**src/rtl/fdtd_acoustic_cell_update_defines.svh**
```systemverilog
// Assertion macros shared by the FDTD cell update RTL.
`ifndef FDTD_ACOUSTIC_CELL_UPDATE_DEFINES_SVH
`define FDTD_ACOUSTIC_CELL_UPDATE_DEFINES_SVH

// Same-cycle implication, disabled while reset is high.
`define FDTDAC_ASSERT_SAME(label, clk, rst, ante, cons, msg) \
   label: assert property (@(posedge clk) disable iff (rst) (ante) |-> (cons)) \
      else $error(msg);

// Next-cycle implication, disabled while reset is high.
`define FDTDAC_ASSERT_NEXT(label, clk, rst, ante, cons, msg) \
   label: assert property (@(posedge clk) disable iff (rst) (ante) |=> (cons)) \
      else $error(msg);

`endif

```
**src/rtl/fdtdac_pkg.sv**
```systemverilog
// Shared types, widths and register codes for the FDTD cell update block.
package fdtdac_pkg;

   localparam int VAL_W   = 16;
   localparam int K_W     = 3;
   localparam int U2_W    = 20;
   localparam int EP_W    = 32;
   localparam int RECIP_W = 16;
   localparam int NUM_W   = 38;
   localparam int LO_W    = 19;
   localparam int HI_W    = NUM_W - LO_W;
   localparam int PLO_W   = LO_W + RECIP_W;
   localparam int PHI_W   = HI_W + RECIP_W + 1;
   localparam int PROD_W  = 56;
   localparam int RND_SHIFT = 17 + RECIP_W;
   localparam int Y_W     = PROD_W - RND_SHIFT;
   localparam int VAL_MAX = 32767;
   localparam int VAL_MIN = -32768;

   localparam int CSR_ADDR_W = 5;
   localparam int CSR_DATA_W = 32;
   localparam int REG_IDX_W  = CSR_ADDR_W - 2;

   localparam logic [REG_IDX_W-1:0] REG_EMITTANCE    = 3'd0;
   localparam logic [REG_IDX_W-1:0] REG_RECIP_ONE    = 3'd1;
   localparam logic [REG_IDX_W-1:0] REG_RECIP_TWO    = 3'd2;
   localparam logic [REG_IDX_W-1:0] REG_RECIP_THREE  = 3'd3;
   localparam logic [REG_IDX_W-1:0] REG_RECIP_FOUR   = 3'd4;

   localparam logic [RECIP_W-1:0] EMITTANCE_RST    = 16'd21845;
   localparam logic [RECIP_W-1:0] RECIP_ONE_RST    = 16'd49152;
   localparam logic [RECIP_W-1:0] RECIP_TWO_RST    = 16'd39322;
   localparam logic [RECIP_W-1:0] RECIP_THREE_RST  = 16'd32768;
   localparam logic [RECIP_W-1:0] RECIP_FOUR_RST   = 16'd28087;

   typedef struct packed {
      logic signed [VAL_W-1:0] center_value;
      logic signed [VAL_W-1:0] previous_value;
      logic signed [VAL_W-1:0] north_value;
      logic signed [VAL_W-1:0] south_value;
      logic signed [VAL_W-1:0] west_value;
      logic signed [VAL_W-1:0] east_value;
      logic [K_W-1:0]          open_neighbours;
      logic                    solid;
   } req_type;

   typedef struct packed {
      logic signed [VAL_W-1:0] next_value;
      logic                    saturated;
   } rsp_type;

   typedef struct packed {
      logic [RECIP_W-1:0] emittance;
      logic [RECIP_W-1:0] recip_one;
      logic [RECIP_W-1:0] recip_two;
      logic [RECIP_W-1:0] recip_three;
      logic [RECIP_W-1:0] recip_four;
   } cfg_type;

   // After the first stage: doubled lossless update and E*p.
   typedef struct packed {
      logic signed [U2_W-1:0]  u2;
      logic signed [EP_W-1:0]  ep;
      logic [K_W-1:0]          missing;
      logic                    solid;
      logic signed [VAL_W-1:0] center;
   } lap_type;

   // After the second stage: loss numerator and the chosen reciprocal.
   typedef struct packed {
      logic signed [NUM_W-1:0] num;
      logic [RECIP_W-1:0]      recip;
      logic signed [U2_W-1:0]  u2;
      logic                    lossless;
      logic                    solid;
      logic signed [VAL_W-1:0] center;
   } num_type;

   // After the third stage: the two partial products.
   typedef struct packed {
      logic [PLO_W-1:0]        plo;
      logic signed [PHI_W-1:0] phi;
      logic signed [U2_W-1:0]  u2;
      logic                    lossless;
      logic                    solid;
      logic signed [VAL_W-1:0] center;
   } mul_type;

endpackage

```
**src/rtl/fdtdac_csr.sv**
```systemverilog
// Configuration register file with an APB-style access port.
module fdtdac_csr (
   input  logic                               clock,
   input  logic                               reset,
   input  logic                               csr_psel,
   input  logic                               csr_penable,
   input  logic                               csr_pwrite,
   input  logic [fdtdac_pkg::CSR_ADDR_W-1:0]  csr_paddr,
   input  logic [fdtdac_pkg::CSR_DATA_W-1:0]  csr_pwdata,
   output logic [fdtdac_pkg::CSR_DATA_W-1:0]  csr_prdata,
   output logic                               csr_pready,
   output fdtdac_pkg::cfg_type                cfg
);
   import fdtdac_pkg::*;

   cfg_type                cfg_ff;
   logic                   wr_en;
   logic [REG_IDX_W-1:0]   reg_idx;
   logic [RECIP_W-1:0]     wdata;
   logic [RECIP_W-1:0]     rdata;

   assign csr_pready = 1'b1;
   assign wr_en      = csr_psel & csr_penable & csr_pwrite;
   assign reg_idx    = csr_paddr[CSR_ADDR_W-1:2];
   assign wdata      = csr_pwdata[RECIP_W-1:0];

   always_ff @(posedge clock) begin
      if (reset) begin
         cfg_ff.emittance   <= EMITTANCE_RST;
         cfg_ff.recip_one   <= RECIP_ONE_RST;
         cfg_ff.recip_two   <= RECIP_TWO_RST;
         cfg_ff.recip_three <= RECIP_THREE_RST;
         cfg_ff.recip_four  <= RECIP_FOUR_RST;
      end else if (wr_en) begin
         case (reg_idx)
            REG_EMITTANCE:   cfg_ff.emittance   <= wdata;
            REG_RECIP_ONE:   cfg_ff.recip_one   <= wdata;
            REG_RECIP_TWO:   cfg_ff.recip_two   <= wdata;
            REG_RECIP_THREE: cfg_ff.recip_three <= wdata;
            REG_RECIP_FOUR:  cfg_ff.recip_four  <= wdata;
            default: begin
            end
         endcase
      end
   end

   always_comb begin
      case (reg_idx)
         REG_EMITTANCE:   rdata = cfg_ff.emittance;
         REG_RECIP_ONE:   rdata = cfg_ff.recip_one;
         REG_RECIP_TWO:   rdata = cfg_ff.recip_two;
         REG_RECIP_THREE: rdata = cfg_ff.recip_three;
         REG_RECIP_FOUR:  rdata = cfg_ff.recip_four;
         default:         rdata = '0;
      endcase
   end

   assign csr_prdata = CSR_DATA_W'(rdata);
   assign cfg        = cfg_ff;

endmodule

```
**src/rtl/fdtdac_front.sv**
```systemverilog
// First two pipeline stages: stencil sum, E*p product, loss numerator and reciprocal select.
`include "fdtd_acoustic_cell_update_defines.svh"
module fdtdac_front (
   input  logic                 clock,
   input  logic                 reset,
   input  logic                 in_valid,
   output logic                 in_stall,
   input  fdtdac_pkg::req_type  in_data,
   input  fdtdac_pkg::cfg_type  cfg,
   output logic                 out_valid,
   input  logic                 out_stall,
   output fdtdac_pkg::num_type  out_data
);
   import fdtdac_pkg::*;

   logic                    s1_v_ff;
   lap_type                 s1_ff;
   lap_type                 s1_in;
   logic                    s1_adv;
   logic                    s2_v_ff;
   num_type                 s2_ff;
   num_type                 s2_in;
   logic                    s2_adv;

   logic [K_W-1:0]          k_clip;
   logic [K_W-1:0]          missing;
   logic signed [U2_W-1:0]  c_x;
   logic signed [U2_W-1:0]  p_x;
   logic signed [U2_W-1:0]  nb;
   logic signed [U2_W-1:0]  mc;
   logic signed [RECIP_W:0] e_s;
   logic signed [NUM_W-1:0] ep_x;
   logic signed [NUM_W-1:0] em2;

   // Stage one: doubled lossless update and the emittance product.
   always_comb begin
      k_clip  = (in_data.open_neighbours > 3'd4) ? 3'd4 : in_data.open_neighbours;
      missing = 3'd4 - k_clip;
      c_x = U2_W'(in_data.center_value);
      p_x = U2_W'(in_data.previous_value);
      nb  = U2_W'(in_data.north_value) + U2_W'(in_data.south_value)
          + U2_W'(in_data.west_value) + U2_W'(in_data.east_value);
      case (missing)
         3'd0:    mc = '0;
         3'd1:    mc = c_x;
         3'd2:    mc = c_x <<< 1;
         3'd3:    mc = (c_x <<< 1) + c_x;
         default: mc = c_x <<< 2;
      endcase
      e_s = $signed({1'b0, cfg.emittance});
      s1_in.u2      = mc + nb - (p_x <<< 1);
      s1_in.ep      = EP_W'(e_s) * EP_W'(in_data.previous_value);
      s1_in.missing = missing;
      s1_in.solid   = in_data.solid;
      s1_in.center  = in_data.center_value;
   end

   // Stage two: numerator 2u*2^16 + 2*E*m*p and the reciprocal for m.
   always_comb begin
      ep_x = NUM_W'(s1_ff.ep);
      case (s1_ff.missing)
         3'd1:    em2 = ep_x <<< 1;
         3'd2:    em2 = ep_x <<< 2;
         3'd3:    em2 = (ep_x <<< 2) + (ep_x <<< 1);
         3'd4:    em2 = ep_x <<< 3;
         default: em2 = '0;
      endcase
      case (s1_ff.missing)
         3'd1:    s2_in.recip = cfg.recip_one;
         3'd2:    s2_in.recip = cfg.recip_two;
         3'd3:    s2_in.recip = cfg.recip_three;
         default: s2_in.recip = cfg.recip_four;
      endcase
      s2_in.num      = (NUM_W'(s1_ff.u2) <<< RECIP_W) + em2;
      s2_in.u2       = s1_ff.u2;
      s2_in.lossless = (s1_ff.missing == 3'd0);
      s2_in.solid    = s1_ff.solid;
      s2_in.center   = s1_ff.center;
   end

   assign s2_adv   = !s2_v_ff || !out_stall;
   assign s1_adv   = !s1_v_ff || s2_adv;
   assign in_stall = !s1_adv;

   always_ff @(posedge clock) begin
      if (reset) begin
         s1_v_ff <= 1'b0;
         s2_v_ff <= 1'b0;
      end else begin
         if (s1_adv) begin
            s1_v_ff <= in_valid;
         end
         if (s2_adv) begin
            s2_v_ff <= s1_v_ff;
         end
      end
   end

   always_ff @(posedge clock) begin
      if (s1_adv && in_valid) begin
         s1_ff <= s1_in;
      end
      if (s2_adv && s1_v_ff) begin
         s2_ff <= s2_in;
      end
   end

   assign out_valid = s2_v_ff;
   assign out_data  = s2_ff;

   `FDTDAC_ASSERT_SAME(a_missing_range, clock, reset, s1_v_ff, s1_ff.missing <= 3'd4, "missing-neighbour count above four")

endmodule

```
**src/rtl/fdtdac_mul.sv**
```systemverilog
// Third pipeline stage: numerator times reciprocal as two partial products.
module fdtdac_mul (
   input  logic                 clock,
   input  logic                 reset,
   input  logic                 in_valid,
   output logic                 in_stall,
   input  fdtdac_pkg::num_type  in_data,
   output logic                 out_valid,
   input  logic                 out_stall,
   output fdtdac_pkg::mul_type  out_data
);
   import fdtdac_pkg::*;

   logic                     v_ff;
   mul_type                  d_ff;
   mul_type                  d_in;
   logic                     adv;
   logic [LO_W-1:0]          lo;
   logic signed [HI_W-1:0]   hi;
   logic signed [RECIP_W:0]  r_s;

   // The signed numerator splits into an unsigned low slice and a signed
   // high slice so each multiplier stays near 19 by 17 bits.
   always_comb begin
      lo  = in_data.num[LO_W-1:0];
      hi  = $signed(in_data.num[NUM_W-1:LO_W]);
      r_s = $signed({1'b0, in_data.recip});
      d_in.plo      = PLO_W'(lo) * PLO_W'(in_data.recip);
      d_in.phi      = PHI_W'(hi) * PHI_W'(r_s);
      d_in.u2       = in_data.u2;
      d_in.lossless = in_data.lossless;
      d_in.solid    = in_data.solid;
      d_in.center   = in_data.center;
   end

   assign adv      = !v_ff || !out_stall;
   assign in_stall = !adv;

   always_ff @(posedge clock) begin
      if (reset) begin
         v_ff <= 1'b0;
      end else if (adv) begin
         v_ff <= in_valid;
      end
   end

   always_ff @(posedge clock) begin
      if (adv && in_valid) begin
         d_ff <= d_in;
      end
   end

   assign out_valid = v_ff;
   assign out_data  = d_ff;

endmodule

```
**src/rtl/fdtdac_out.sv**
```systemverilog
// Last pipeline stage: product sum, floor rounding, saturation, result register.
`include "fdtd_acoustic_cell_update_defines.svh"
module fdtdac_out (
   input  logic                 clock,
   input  logic                 reset,
   input  logic                 in_valid,
   output logic                 in_stall,
   input  fdtdac_pkg::mul_type  in_data,
   output logic                 out_valid,
   input  logic                 out_stall,
   output fdtdac_pkg::rsp_type  out_data
);
   import fdtdac_pkg::*;

   localparam logic signed [Y_W-1:0] Y_MAX = Y_W'(VAL_MAX);
   localparam logic signed [Y_W-1:0] Y_MIN = Y_W'(VAL_MIN);

   logic                     v_ff;
   rsp_type                  d_ff;
   rsp_type                  d_in;
   logic                     adv;
   logic signed [PROD_W-1:0] phi_x;
   logic signed [PROD_W-1:0] plo_x;
   logic signed [PROD_W-1:0] prod;
   logic signed [Y_W-1:0]    y;

   // Arithmetic right shifts floor toward minus infinity.
   always_comb begin
      phi_x = PROD_W'(in_data.phi);
      plo_x = PROD_W'(in_data.plo);
      prod  = (phi_x <<< LO_W) + plo_x;
      if (in_data.lossless) begin
         y = Y_W'(in_data.u2 >>> 1);
      end else begin
         y = $signed(prod[PROD_W-1:RND_SHIFT]);
      end
      if (in_data.solid) begin
         d_in.next_value = in_data.center;
         d_in.saturated  = 1'b0;
      end else if (y > Y_MAX) begin
         d_in.next_value = VAL_W'(VAL_MAX);
         d_in.saturated  = 1'b1;
      end else if (y < Y_MIN) begin
         d_in.next_value = VAL_W'(VAL_MIN);
         d_in.saturated  = 1'b1;
      end else begin
         d_in.next_value = y[VAL_W-1:0];
         d_in.saturated  = 1'b0;
      end
   end

   assign adv      = !v_ff || !out_stall;
   assign in_stall = !adv;

   always_ff @(posedge clock) begin
      if (reset) begin
         v_ff <= 1'b0;
      end else if (adv) begin
         v_ff <= in_valid;
      end
   end

   always_ff @(posedge clock) begin
      if (adv && in_valid) begin
         d_ff <= d_in;
      end
   end

   assign out_valid = v_ff;
   assign out_data  = d_ff;

   `FDTDAC_ASSERT_SAME(a_sat_at_rail, clock, reset, v_ff && d_ff.saturated, (d_ff.next_value == VAL_W'(VAL_MAX)) || (d_ff.next_value == VAL_W'(VAL_MIN)), "saturated result not at a rail")

endmodule

```
**src/rtl/fdtd_acoustic_cell_update.sv**
```systemverilog
// Top level of the pipelined 2D acoustic FDTD cell update with wall loss.
// Each req_ transaction carries one cell: its current and previous pressure,
// its four neighbours' pressures, its open-neighbour count and a solid flag.
// Each one yields exactly one rsp_ transaction with the next pressure and a
// flag that tells whether the value was clipped to the Q4.11 range.
// The datapath is a four-stage pipeline: stencil sum and E*p multiply, loss
// numerator and reciprocal select, split numerator-by-reciprocal multiply,
// then product sum, floor rounding and saturation into the result register.
// A new transaction is taken every cycle while rsp_stall does not hold the
// pipeline; the two narrow multipliers of stage three set the clock period.
// Each stage holds its own valid bit, so a stalled result only blocks the
// stages behind it once they are all full, and req_stall rises only when
// every stage holds a transaction.
// Reset clears all valid bits and loads the documented register defaults.
// Registers must be written over the csr_ port only while no transaction is in flight; nothing enforces it.
`include "fdtd_acoustic_cell_update_defines.svh"
module fdtd_acoustic_cell_update (
   input  logic                               clock,
   input  logic                               reset,
   input  logic                               req_valid,
   output logic                               req_stall,
   input  fdtdac_pkg::req_type                req_data,
   output logic                               rsp_valid,
   input  logic                               rsp_stall,
   output fdtdac_pkg::rsp_type                rsp_data,
   input  logic                               csr_psel,
   input  logic                               csr_penable,
   input  logic                               csr_pwrite,
   input  logic [fdtdac_pkg::CSR_ADDR_W-1:0]  csr_paddr,
   input  logic [fdtdac_pkg::CSR_DATA_W-1:0]  csr_pwdata,
   output logic [fdtdac_pkg::CSR_DATA_W-1:0]  csr_prdata,
   output logic                               csr_pready
);
   import fdtdac_pkg::*;

   cfg_type  cfg;
   num_type  num_data;
   logic     num_valid;
   logic     num_stall;
   mul_type  mul_data;
   logic     mul_valid;
   logic     mul_stall;
   logic     emit_wr;

   // Register file; the pipeline reads the live values.
   fdtdac_csr u_csr (
      .clock       (clock),
      .reset       (reset),
      .csr_psel    (csr_psel),
      .csr_penable (csr_penable),
      .csr_pwrite  (csr_pwrite),
      .csr_paddr   (csr_paddr),
      .csr_pwdata  (csr_pwdata),
      .csr_prdata  (csr_prdata),
      .csr_pready  (csr_pready),
      .cfg         (cfg)
   );

   // Stages one and two.
   fdtdac_front u_front (
      .clock     (clock),
      .reset     (reset),
      .in_valid  (req_valid),
      .in_stall  (req_stall),
      .in_data   (req_data),
      .cfg       (cfg),
      .out_valid (num_valid),
      .out_stall (num_stall),
      .out_data  (num_data)
   );

   // Stage three.
   fdtdac_mul u_mul (
      .clock     (clock),
      .reset     (reset),
      .in_valid  (num_valid),
      .in_stall  (num_stall),
      .in_data   (num_data),
      .out_valid (mul_valid),
      .out_stall (mul_stall),
      .out_data  (mul_data)
   );

   // Stage four, which is also the result register.
   fdtdac_out u_out (
      .clock     (clock),
      .reset     (reset),
      .in_valid  (mul_valid),
      .in_stall  (mul_stall),
      .in_data   (mul_data),
      .out_valid (rsp_valid),
      .out_stall (rsp_stall),
      .out_data  (rsp_data)
   );

   assign emit_wr = csr_psel && csr_penable && csr_pwrite && csr_pready
                    && (csr_paddr[CSR_ADDR_W-1:2] == REG_EMITTANCE);

   // Back-pressure only reaches the input once the whole pipe is full.
   `FDTDAC_ASSERT_SAME(a_stall_needs_full, clock, reset, req_stall, rsp_valid && rsp_stall && num_valid && mul_valid, "input stalled with room in the pipeline")
   `FDTDAC_ASSERT_NEXT(a_emit_write, clock, reset, emit_wr, cfg.emittance == $past(csr_pwdata[RECIP_W-1:0]), "emittance write not taken")

endmodule

```
**config.mk**
```make
export PLATFORM = sky130hd
export DESIGN_NAME = fdtd_acoustic_cell_update
export DESIGN_NICKNAME = d
export VERILOG_FILES = /design/src/rtl/fdtdac_pkg.sv /design/src/rtl/fdtdac_csr.sv /design/src/rtl/fdtdac_front.sv /design/src/rtl/fdtdac_mul.sv /design/src/rtl/fdtdac_out.sv /design/src/rtl/fdtd_acoustic_cell_update.sv
export VERILOG_INCLUDE_DIRS = /design/src /design/src/rtl
export SDC_FILE = /design/constraint.sdc
export NUM_CORES = 2
export LEC_CHECK = 0
export BUFFER_PORTS_ARGS = -buffer_cell sky130_fd_sc_hd__buf_2
export CORE_MARGIN = 2
export CORE_UTILIZATION = 55
export CTS_CLUSTER_SIZE = 8
export DETAILED_ROUTE_END_ITERATION = 16
export HOLD_SLACK_MARGIN = 0.02
export PLACE_DENSITY = 0.78
export SLEW_MARGIN = 25
export SYNTH_ARGS = -nofsm -noshare
export SYNTH_HDL_FRONTEND = slang
export SYNTH_SLANG_ARGS = --single-unit
export TNS_END_PERCENT = 100
```
**constraint.sdc**
```tcl
create_clock -name clock -period 7.91 [get_ports clock]
set_clock_uncertainty 0.1 [all_clocks]
set_input_delay 0.3955 -clock clock [delete_from_list [all_inputs] [get_ports clock]]
set_output_delay 0.3955 -clock clock [all_outputs]
set_load 0.1 [all_outputs]
```
==> metrics <==
status=complete, no violations; Starting Density=55.7%; RSZ-0062 raised after global routing=false; Setup crit end kind=register; CORE AREA=88600 µm²; vias per cell=5.67; critical path startpoint category=register; Main synth FF type=edfxtp_1; filler instances=7252; initial DRC count=2984; Max Freq=0.136 GHz; CTS tree=yes; Post-synth EDFFs=268; Yosys top cell by area=fa_1; fraction of layout cells with a size suffix above 1=7.11%; Pre-antenna DRT Iters=8; Clock Pin Slew Worst Setup and Hold Paths=0.06 ns; CTS Buffer Depth=3; Die Ht=304 µm; post-synthesis cell area=49400 µm²; Worst Reg-to-Reg Cells=19; Max-cap violations=0; register area=9730 µm²; vias=37000; most frequent cell after synthesis=inv_1; asr flop ratio synth=0%; post-synth cell types=83; HPWL after DPL=93600 µm; IO Port Bufs=160; htree depth=2; # IOs=196; min Tclk post-route=7.34 ns; vias in the first global route=39000; fin worst setup slack=0.574 ns; DRC viols=0; period utilisation layout=92.7%; CP most frequent cell=fa_1; Core Rows=109; TritonCTS Sinks=352; CP required=8.16 ns; CTS Root Buffer Type=clkbuf_16; Post-synth top cells=inv_1 (981), fa_1 (778), nand2_1 (724), ha_1 (432), and2_1 (383); cells after synthesis=5238; global-route wire length before repair=197000 µm; gr ovfl total=0; initial antenna violation count=4; Max transition margin=30.8%; Slew Viols, Final=0; CTS Buf Count=50; CP max FO=14; Post-CTS Repair Setup Buffers=0; Syn Area/Cell=9.43 µm²; multi-input logic area=35200 µm²; largest net degree at the start of global routing=85; worst hold stages=2; GR Util All Layers=26.5%; CP max stage delay=0.86 ns; Post-DRT Antenna Nets=0; Yosys Warn Count=0; Worst Tran Pin Value=1.03 ns; RD Place Congestion=0.911; drt wl/cell=18.3 µm; final layout net count=6701; Setup WS pre-CTS=0.543 ns; die width=304 µm; critical path arrival=7.59 ns; Hold Path Class=in -> reg; final setup fails=0; post-synth top area share=31.5%; final count of hold timing violations=0; latest clock arrival within the worst-skew pair=0.62 ns; worst path cell trace=nand2_1 > fa_1 > fa_1 > fa_1 > fa_1 > inv_1 > fa_1 > inv_1 > fa_1 > inv_1 > ha_1 > or2_2 > a2111oi_0 > nor3_4 > a211oi_1 > or3_1 > o31a_1 > o21ai_0 > xor2_1; Syn-to-layout area delta=7.72%; area of the die=92200 µm²; CP max stage cell=edfxtp_1; #FFs+latches synth=352; setup_tns=0 ns; Crit Path Class=reg -> reg; Total Routed Length=120000 µm; sequential share of the synthesized area=19.7%; synth top area cells=fa_1 (32%), edfxtp_1 (16%), ha_1 (11%)
==> cells by family after synthesis <==
group,after synthesis,share of synthesized area (%)
AND/OR/NAND/NOR,1566,15.4
multiplexers,46,1.03
AO/OA/AOI/OAI,672,9.04
XOR/XNOR,169,3.00
other,2,0.0152
adder cells (fa/ha/maj),1210,42.5
flip-flops,352,19.7
buffers and inverters,1221,9.41
==> cell usage in the layout (no fill, tap or decap), types with 12 or more instances in the layout <==
master         synthesis  layout
inv_1                981     981
fa_1                 778     778
nand2_1              724     724
ha_1                 432     432
and2_1               383     383
edfxtp_1             268     268
a21oi_1              182     182
buf_2                  1     160
nor2_1               154     152
o21ai_0              119     119
xnor2_1              110     110
buf_4                 17      86
dfxtp_1               84      84
a22oi_1               83      83
a21o_1                61      61
xor2_1                59      59
nand3_1               55      55
clkbuf_16              0      51
nor3_1                45      45
nor2b_1               45      42
mux2_2                39      39
dlygate4sd3_1          0      35
nand2b_1              30      30
nand3b_1              25      25
o21a_1                22      22
o22ai_1               20      20
nand4_1               19      19
o221ai_1              19      19
and3_1                18      18
a211oi_1              18      18
or3_1                 17      17
conb_1                 2      17
o21bai_1              16      16
a221oi_1              16      16
a211o_1               13      13
or2_2                 12      12
clkbuf_1             214      12
==> final timing paths <==
| kind | from | end | slack [ns] |
|---|---|---|---|
| hold / removal | req_data[4] | u_front.s1_ff[52]$_DFFE_PP_ | 0.07 |
| setup reg to reg | u_front.out_data[40]$_DFFE_PP_ | u_mul.out_data[70]$_DFFE_PP_ | 0.57 |
| hold reg to reg | u_front.out_data[25]$_DFFE_PP_ | u_mul.out_data[25]$_DFFE_PP_ | 0.31 |
| setup / recovery | u_front.out_data[40]$_DFFE_PP_ | u_mul.out_data[70]$_DFFE_PP_ | 0.57 |
==> per-stage QoR <==
step                      instances  area (µm²)  utilization [%]  hold WS (ns)
after CTS                      6527       53200             60.0        0.0516
after detailed placement       6425       51500             58.1         0.305
final                          6530       53200             60.0        0.0713
after global placement         6425       51500             58.1         0.301
after global routing           6530       53200             60.0        0.0728
after floorplan                5253       49500                -         0.300
==> metal layers <==
layer  global-route usage [%]  vias up  part of all wire [%]
met4                     12.8        0                   5.2
met2                     44.8     1494                    48
li1                         -    16800                     -
met3                     3.57      328                   7.2
met1                     33.7    18300                    39
met5                        0        -                     0
==> state kept, by name, summed over array words and instances (netlist names) <==
register,flops
u_mul.out_data,89
u_front.ep_x,32
u_front.out_valid,1
u_mul.out_valid,1
u_out.out_valid,1
u_front.out_data,90
u_out.out_data,17
u_front.s1_ff,40
u_front.s1_v_ff,1
u_csr.cfg,80
==> final cells by class <==
type	instances	area share, %
Clock inverter	4	0.113
Antenna cell	3	0.0141
Tap cell	1165	2.74
Inverter	982	6.93
Timing Repair Buffer	281	3.38
Sequential cell	352	18.3
Clock buffer	63	2.48
Multi-Input combinational cell	3680	66.1
==> worst max-delay path: cells and delay by family, from the launching register on <==
kind	cells	cell delay [ns]
adders and majority gates	7	3.42
AOI/OAI and AO/OA	4	1.53
DFF	1	0.86
and+or+nand+nor	4	0.86
xor gates and xnor gates	1	0.15
buffers and inverters	3	0.14
==> timing repair <==
action | in CTS | in global routing
endpoints found under the setup margin | 0 | 0
resized for setup | 0 | 0
hold buffers | 35 | 0
endpoints found under the hold margin | 94 | 0
Power is not shown: default switching activity piles up to over one toggle a cycle in this logic, so the estimate is an artifact.
